$ cat src/fipd_pkg.sv
package fipd_pkg;

    localparam int FLOAT_W    = 32;
    localparam int EXP_W      = 8;
    localparam int FRAC_W     = 23;
    localparam int MANT_W     = FRAC_W + 1;
    localparam int DIGIT_W    = 4;
    // bit counter: holds up to 129 integer bits (exponent field 255)
    localparam int CNT_W      = 8;

    localparam logic [EXP_W-1:0]   EXP_BIAS   = 8'd127;
    localparam logic [DIGIT_W-1:0] DABBLE_ADD = 4'd3;
    localparam logic [DIGIT_W-1:0] DABBLE_MIN = 4'd5;

endpackage

$ cat src/fipd_dabble.sv
module fipd_dabble #(
    parameter int NUM_DIGITS = 40
) (
    input  logic [NUM_DIGITS*fipd_pkg::DIGIT_W-1:0] i_bcd,
    input  logic                                    i_bit,
    output logic [NUM_DIGITS*fipd_pkg::DIGIT_W-1:0] o_bcd
);
    import fipd_pkg::*;

    logic [NUM_DIGITS*DIGIT_W-1:0] adj;

    // correct every digit that would overflow on doubling
    always_comb begin
        for (int d = 0; d < NUM_DIGITS; d++) begin
            if (i_bcd[d*DIGIT_W +: DIGIT_W] >= DABBLE_MIN) begin
                adj[d*DIGIT_W +: DIGIT_W] = i_bcd[d*DIGIT_W +: DIGIT_W] + DABBLE_ADD;
            end else begin
                adj[d*DIGIT_W +: DIGIT_W] = i_bcd[d*DIGIT_W +: DIGIT_W];
            end
        end
    end

    // shift the next binary bit in; the carry out of the top digit drops
    assign o_bcd = {adj[NUM_DIGITS*DIGIT_W-2:0], i_bit};

endmodule

$ cat src/float_integer_part_to_decimal_core.sv
// Decimal digits of the integer part of a single-precision float. A request on the
// input channel carries a raw 32-bit pattern; the sign bit is ignored, a negative
// unbiased exponent (zero, subnormals, |x| < 1) gives the single digit 0, and an
// exponent field of 255 is taken as an ordinary exponent of 128. The result channel
// then delivers the digits most significant first, one request per digit, leading
// zeros suppressed, with o_last_digit set on the least significant digit. After the
// input is taken, one shared double-dabble step runs once per integer bit, e+1 bits
// for unbiased exponent e (at most 129), then the BCD register is walked one digit a
// cycle while the output side does not stall. o_ready is high only between
// conversions; the last digit may still wait in the output register while the next
// request is taken. Only the low MAX_INT_BITS integer bits are converted, and digits
// beyond MAX_DIGITS drop off the top (neither happens at the defaults).
module float_integer_part_to_decimal_core #(
    parameter int MAX_INT_BITS = 129,
    parameter int MAX_DIGITS   = 40
) (
    input  logic                          i_clk,
    input  logic                          i_rst_n,
    input  logic                          i_valid,
    output logic                          o_ready,
    input  logic [fipd_pkg::FLOAT_W-1:0]  i_float_bits,
    output logic                          o_valid,
    input  logic                          i_ready,
    output logic [fipd_pkg::DIGIT_W-1:0]  o_digit,
    output logic                          o_last_digit
);
    import fipd_pkg::*;

    localparam int BCD_W     = MAX_DIGITS * DIGIT_W;
    localparam int DIG_CNT_W = $clog2(MAX_DIGITS + 1);

    typedef enum logic [1:0] {
        S_IDLE,
        S_CONV,
        S_EMIT
    } t_state;

    t_state                 r_state;
    logic [MANT_W-1:0]      r_mant;
    logic [CNT_W-1:0]       r_bits_left;
    logic [BCD_W-1:0]       r_bcd;
    logic [DIG_CNT_W-1:0]   r_dig_left;
    logic                   r_started;
    logic                   r_out_valid;
    logic [DIGIT_W-1:0]     r_digit;
    logic                   r_last;

    logic [EXP_W-1:0]       expf;
    logic [CNT_W-1:0]       int_bits;
    logic [BCD_W-1:0]       bcd_step;
    logic [DIGIT_W-1:0]     top_digit;
    logic                   out_free;
    logic                   dig_last;
    logic                   dig_skip;
    logic                   dig_fire;

    assign expf      = i_float_bits[FLOAT_W-2 -: EXP_W];
    // integer width: unbiased exponent plus one
    assign int_bits  = CNT_W'(expf) - CNT_W'(EXP_BIAS - 1'b1);
    assign top_digit = r_bcd[BCD_W-1 -: DIGIT_W];
    assign out_free  = !r_out_valid || i_ready;
    assign dig_last  = (r_dig_left == DIG_CNT_W'(1));
    // leading zero: drop it without a request
    assign dig_skip  = !r_started && (top_digit == '0) && !dig_last;
    // load the next digit into the output register
    assign dig_fire  = (r_state == S_EMIT) && !dig_skip && out_free;

    // shared shift-and-correct unit, one integer bit per cycle
    fipd_dabble #(
        .NUM_DIGITS (MAX_DIGITS)
    ) u_dabble (
        .i_bcd (r_bcd),
        .i_bit (r_mant[MANT_W-1]),
        .o_bcd (bcd_step)
    );

    always_ff @(posedge i_clk) begin
        if (!i_rst_n) begin
            r_state     <= S_IDLE;
            r_out_valid <= 1'b0;
            r_started   <= 1'b0;
            r_bits_left <= '0;
            r_dig_left  <= '0;
        end else begin
            // hold the digit until taken; a new digit replaces it on the same edge
            if (dig_fire) begin
                r_out_valid <= 1'b1;
            end else if (i_ready) begin
                r_out_valid <= 1'b0;
            end
            unique case (r_state)
                S_IDLE: begin
                    if (i_valid) begin
                        r_mant    <= {1'b1, i_float_bits[FRAC_W-1:0]};
                        r_bcd     <= '0;
                        r_started <= 1'b0;
                        if (expf < EXP_BIAS) begin
                            // integer part is zero: emit one 0
                            r_dig_left <= DIG_CNT_W'(1);
                            r_state    <= S_EMIT;
                        end else begin
                            r_bits_left <= int_bits;
                            r_dig_left  <= DIG_CNT_W'(MAX_DIGITS);
                            r_state     <= S_CONV;
                        end
                    end
                end
                S_CONV: begin
                    // advance through the integer bits, top first; bits above
                    // MAX_INT_BITS are shifted past without a step
                    r_mant      <= {r_mant[MANT_W-2:0], 1'b0};
                    r_bits_left <= r_bits_left - 1'b1;
                    if (r_bits_left <= CNT_W'(MAX_INT_BITS)) begin
                        r_bcd <= bcd_step;
                    end
                    if (r_bits_left == CNT_W'(1)) begin
                        r_state <= S_EMIT;
                    end
                end
                S_EMIT: begin
                    if (dig_skip) begin
                        r_bcd      <= {r_bcd[BCD_W-DIGIT_W-1:0], DIGIT_W'(0)};
                        r_dig_left <= r_dig_left - 1'b1;
                    end else if (out_free) begin
                        r_digit     <= top_digit;
                        r_last      <= dig_last;
                        r_started   <= 1'b1;
                        r_bcd       <= {r_bcd[BCD_W-DIGIT_W-1:0], DIGIT_W'(0)};
                        r_dig_left  <= r_dig_left - 1'b1;
                        if (dig_last) begin
                            r_state <= S_IDLE;
                        end
                    end
                end
                default: begin
                    r_state <= S_IDLE;
                end
            endcase
        end
    end

    assign o_ready      = (r_state == S_IDLE);
    assign o_valid      = r_out_valid;
    assign o_digit      = r_digit;
    assign o_last_digit = r_last;

    a_digit_is_bcd: assert property (@(posedge i_clk) disable iff (!i_rst_n)
        o_valid |-> (o_digit <= DIGIT_W'(9)))
        else $error("digit out of decimal range");

    a_busy_after_accept: assert property (@(posedge i_clk) disable iff (!i_rst_n)
        (i_valid && o_ready) |=> !o_ready)
        else $error("ready after accepting a request");

    a_conv_has_bits: assert property (@(posedge i_clk) disable iff (!i_rst_n)
        (r_state == S_CONV) |-> (r_bits_left != '0))
        else $error("conversion running with no bits left");

    a_emit_has_digits: assert property (@(posedge i_clk) disable iff (!i_rst_n)
        (r_state == S_EMIT) |-> (r_dig_left != '0))
        else $error("emission running with no digits left");

    a_last_ends_item: assert property (@(posedge i_clk) disable iff (!i_rst_n)
        ($rose(o_valid) && o_last_digit) |-> (r_state == S_IDLE))
        else $error("last digit issued while conversion still active");

endmodule
$ cat config.mk
export PLATFORM = sky130hd
export DESIGN_NAME = float_integer_part_to_decimal_core
export DESIGN_NICKNAME = d
export VERILOG_FILES = /design/src/fipd_pkg.sv /design/src/fipd_dabble.sv /design/src/float_integer_part_to_decimal_core.sv
export SDC_FILE = /design/constraint.sdc
export NUM_CORES = 1
export LEC_CHECK = 0
export BUFFER_PORTS_ARGS = -buffer_cell sky130_fd_sc_hd__buf_2
export CAP_MARGIN = 30
export CORE_ASPECT_RATIO = 1.25
export CORE_MARGIN = 8
export CORE_UTILIZATION = 48
export DETAILED_ROUTE_END_ITERATION = 10
export PLACE_DENSITY = 0.67
export RECOVER_POWER = 25
export SYNTH_ARGS = -nofsm -noshare
export SYNTH_HDL_FRONTEND = slang
export SYNTH_SLANG_ARGS = --single-unit
$ cat constraint.sdc
create_clock -name i_clk -period 5.1 [get_ports i_clk]
set_input_delay 0.255 -clock i_clk [delete_from_list [all_inputs] [get_ports i_clk]]
set_output_delay 0.255 -clock i_clk [all_outputs]
set_load 0.05 [all_outputs]
---- Word level (Yosys, flattened, before mapping) ----
Cells that the tools add are included.
storage, ports and cells
  bits in registers ....................... 207
  input port bits ......................... 36
  logic and storage cells ................. 197
  output and inout port bits .............. 7
operators by class
  bitwise gates (word level) .............. 1
  equal/unequal tests ..................... 12
  $lt $le $gt $ge ......................... 42
  muxes and demuxes ....................... 68
  $add $sub $neg .......................... 43
  reduce and logical (&&, ||, !) cells .... 22
operators with widths
  cell                 number
  $mux 160             4
  $pmux 160 s3         1
  $ge 4x3->1 const B   40
  $add 4x2->4 const B  39
  $mux 4               39
  $pmux 24 s2          1
  $mux 24              1
  $mux 6               4
  $mux 8               2
  $pmux 8 s2           1
  $ne 2x2->1 const B   7
  $mux 2               6
  $pmux 6 s2           1
  $reduce_and 5->1     2
  $reduce_and 3->1     3
  $eq 8x1->1 const B   1
  $le 8x8->1 const B   1
  $lt 8x7->1 const B   1
  $reduce_and 4->1     2
  $sub 8x1->8 const B  1
  $sub 8x7->8 const B  1
  $eq 6x1->1 const B   1
  $pmux 2 s3           1
  $reduce_bool 2->1    3
  other kinds (15)     25

---- Depth between registers and ports, before layout ----
  depth in word-level cells ............... 7
  depth in mapped cells ................... 8
  mapped depth without buffers ............ 6

---- Cells and area by module ----
From an unflattened synthesis, not the netlist that was laid out.
unflattened totals
  cell total of the unflattened synthesis .. 1,226
  area total of the unflattened synthesis .. 12,867.3 µm²
modules (own cells, without submodules)
  module                              cells each  seq. area each (µm²)  times used  area each (µm²)
  float_integer_part_to_decimal_core  589         6,035.8               1           8,826.0
  fipd_dabble                         637         0.0                   1           4,041.4

---- Least setup slack after synthesis ----
Ideal clock, no wire load.
  path kind ............................... reg2reg
  start point ............................. register r_bcd[156]
  end point ............................... register r_bcd[0], enable pin
  arrival ................................. 5.034 ns
  setup slack ............................. -0.475 ns
  clock period less this slack ............ 5.575 ns
  setup time .............................. 0.541 ns
  stages on the path, launching flop included .. 7
  required time ........................... 4.559 ns
  path buffers ............................ 0
  cells stage by stage .................... edfxtp_1 > inv_1 > ha_1 > nor4b_4 > o32ai_4 > a31oi_1 > and4b_1
between the ends
  word-level cells in the longest chain between the ends .. 5
ends and longest elaborated chain
  item                               line                                       source
  start: declaration                 float_integer_part_to_decimal_core.sv:41   logic [BCD_W-1:0] r_bcd;
  start signal: assignment           float_integer_part_to_decimal_core.sv:114  r_bcd <= bcd_step;
  start signal: assignment           float_integer_part_to_decimal_core.sv:122  r_bcd <= {r_bcd[BCD_W-DIGIT_W-1:0], DIGIT_W'(0)};
  start signal: assignment           float_integer_part_to_decimal_core.sv:128  r_bcd <= {r_bcd[BCD_W-DIGIT_W-1:0], DIGIT_W'(0)};
  $logic_not 4->1                    float_integer_part_to_decimal_core.sv:64   assign dig_skip = !r_started && (top_digit == '0) && !dig_last;
  $logic_and 1x1->1 (2 in a row)     float_integer_part_to_decimal_core.sv:64
  $ne 3x3->1 (no source line)        n/a
  $reduce_and 5->1 (no source line)  n/a
Every way passes these cells.
A chain may end at the register's enable or synchronous reset.

---- Worst setup path in the final report ----
  start point ............................. register r_state[1]
  end point ............................... register r_bcd[20] (data pin)
between the ends
  word-level cells in the longest chain between the ends .. 2
  elaborated cells on any way between the ends .. 4
  those cells by class .................... eq/ne (2); mux (1); reduce/logical (1)
ends and longest elaborated chain
  item                                      line                                       source
  start: declaration                        float_integer_part_to_decimal_core.sv:38   t_state r_state;
  start signal: assignment                  float_integer_part_to_decimal_core.sv:79   r_state <= S_IDLE;
  start signal: assignment                  float_integer_part_to_decimal_core.sv:100  r_state <= S_EMIT;
  start signal: assignment                  float_integer_part_to_decimal_core.sv:104  r_state <= S_CONV;
  $eq 2x2->1, or another cell as far along  float_integer_part_to_decimal_core.sv:91   unique case (r_state)
  $pmux 160 s3 (*)                          float_integer_part_to_decimal_core.sv:91
Every way passes the cells marked *; elsewhere a longest branch is shown, timed or not.

==> metrics <==
initial antenna violation count=0; worst setup path class=reg2reg; Placed Cells incl. Taps=about 1,500; die width=162 um; largest net degree at the start of global routing=just over 80; IO Count=43; P per Cell Area=486 nW/um2; final wirelength=24.8 mm; fill count=between 2,000 and 2,500; TritonCTS clock tree=done; P_leak=0.00509 uW; sequential area share after synthesis=a little under half; clk_lat worst skew=0.50 ns; most common cell in the synthesized netlist=edfxtp_1; # diodes=0; status=finished, violations left; number of global-route vias before repair=roughly 9,200; Final min period=3.83 ns; area share of the largest cell type after synthesis=between 40% and 50%; worst clock skew=0.0116 ns; Setup crit end kind=register; post-synthesis cell type with the largest combined area=edfxtp_1; Slew Limit Fails=60; non-filler cells, final=around 1,600; clock root buffer master=clkbuf_16; GRT Total Usage=roughly 15%; number of setup violations in the final report=0; CTS buffer count=23; core region area=26,100 um2; Peak VDD IR=387 uV; NumNets Final=1,335; routed vias=about 9,100; number of synthesized flops with an enable pin=189; failing checks=max-capacitance violations, max-slew violations; Required @ worst endpoint=5.41 ns; gp weighted congestion=0.772; initial drt markers=451; measured slew at the worst slew-check pin=2.13 ns; hold buffers post-CTS=0; first-pass GRT wire length=42.6 mm; clock-pin slew on the worst setup and hold paths=roughly 0.060 ns; Synth Register Bits=between 200 and 250; Syn Std Cell Area=12,700 um2; Mapped Cells=1,179; initial core utilization=48.8%; Core Rows=66; period utilization=75.1%; Synth area leaders=edfxtp_1, ha_1, a21oi_1; Post-CTS Setup Bufs=0; H-tree level count=1; max cap viols=1; syn_area_per_cell=10.8 um2; Die Height=198 um; Port Buffers=41; vias per inst=5.82; Die ar.=32,000 um2; critical path peak fanout=60; area grow syn2layout=10.1%; maximum clock insertion buffer count=3; fraction of layout cells with a size suffix above 1=9.71%; fraction of registers with async set/reset=0%; RSZ-0062 raised after global routing=no; drt pass-1 iters=5; Detail Route Antenna Nets=0; WP data arrival=4.13 ns; setup TNS=0 ns; max_slew headroom=-42.2%; Cell variety after synth=64; CTS resizes=0; # DRC=0; syn_nets=1,305; Commonest cells post-synth=edfxtp_1, inv_1, a21oi_1; Fin. Hold Viols=0; Hold WC Path Type=in2reg; Post-synth top flop=edfxtp_1; gr ovfl total=0; CP startpoint kind=register; hpwl dp=15.8 mm; Sink Count=207; YS warnings=0; highest clock rate=261 MHz; routed len/inst=15.9 um
[area by class of cell]
class                   instances  area (um2)  area share [%]
flip-flops and latches        207        6040            43.1
clock inverters                 7        81.3           0.580
inverters                     110         413            2.95
well taps                     340         425            3.04
repair buffers                 50         305            2.18
clock buffers                  34         647            4.62
multi-input cells             817        6110            43.6
[worst paths after layout]
path	slack (ns)	from	to	cells after the start
worst max-delay path	1.27	r_state[1]	r_bcd[20]	7
worst min-delay path	0.04	i_float_bits[0]	r_mant[0]	2
worst max register to register	1.27	r_state[1]	r_bcd[20]	7
worst min register to register	0.46	r_bcd[157]	o_digit[1]	0
[critical path, cell delays in order (launching register included)]
cell and delay, ns:
dfxtp_1 0.33, inv_1 0.10, ha_1 0.18, buf_4 0.40, nand2_1 1.32, buf_4 0.74
o41a_1 0.41, o32ai_1 0.14
[cells in the final DEF (no fill, tap or decap), types with 34 or more instances in the layout]
| master | count |
|---|---|
| a21oi_1 | 100 |
| inv_1 | 110 |
| buf_2 | 34 |
| o22ai_1 | 68 |
| o21ai_0 | 62 |
| nor3b_1 | 38 |
| edfxtp_1 | 189 |
| xnor2_1 | 42 |
| o32ai_1 | 34 |
| ha_1 | 90 |
| mux2_2 | 36 |
| nand2_1 | 58 |
| nand2b_1 | 48 |
[state kept, by name, indices dropped and copies added, names as in the netlist]
register / cells
r_bcd: 160
r_mant: 24
r_bits_left: 8
r_dig_left: 6
o_digit: 4
r_state: 2
o_last_digit: 1
o_valid: 1
r_started: 1
[power by group]
part,internal [uW],switching (uW),leakage [uW]
Clock,974,667,0.000355
Sequential,2410,335,0.00199
Combinational,987,1430,0.00275
[per-stage QoR]
stage          hold slack (ns)  power [uW]  instance area [um2]  util, %  setup slack, ns
2_1_floorplan            0.405        4660                12700        -             1.29
3_3_place_gp             0.447        5150                13300     51.0             1.94
3_5_place_dp             0.446        5220                13300     51.1             1.93
4_1_cts                 0.0245        6880                14100     53.9             1.91
5_1_grt                 0.0417        7270                14000     53.7            0.946
6_report                0.0422        6810                14000     53.7             1.27
[per-layer routing]
layer,vias to the layer above,GRT usage [%],wire length [um]
met3,31,2.12,977
met5,-,0,0
met4,0,3.95,365
li1,4548,-,-
met1,4388,19.2,11200
met2,136,27.7,12300
[logic make-up after synthesis]
kind of cell	share of synthesized area (%)
AOI/OAI and AO/OA	20.0
and+or+nand+nor	10.2
DFF	47.4
buffers and inverters	4.60
adders and majority gates	8.84
muxes	5.23
xor gates and xnor gates	3.71
No activity file was read; power rests on OpenSTA's default activity.
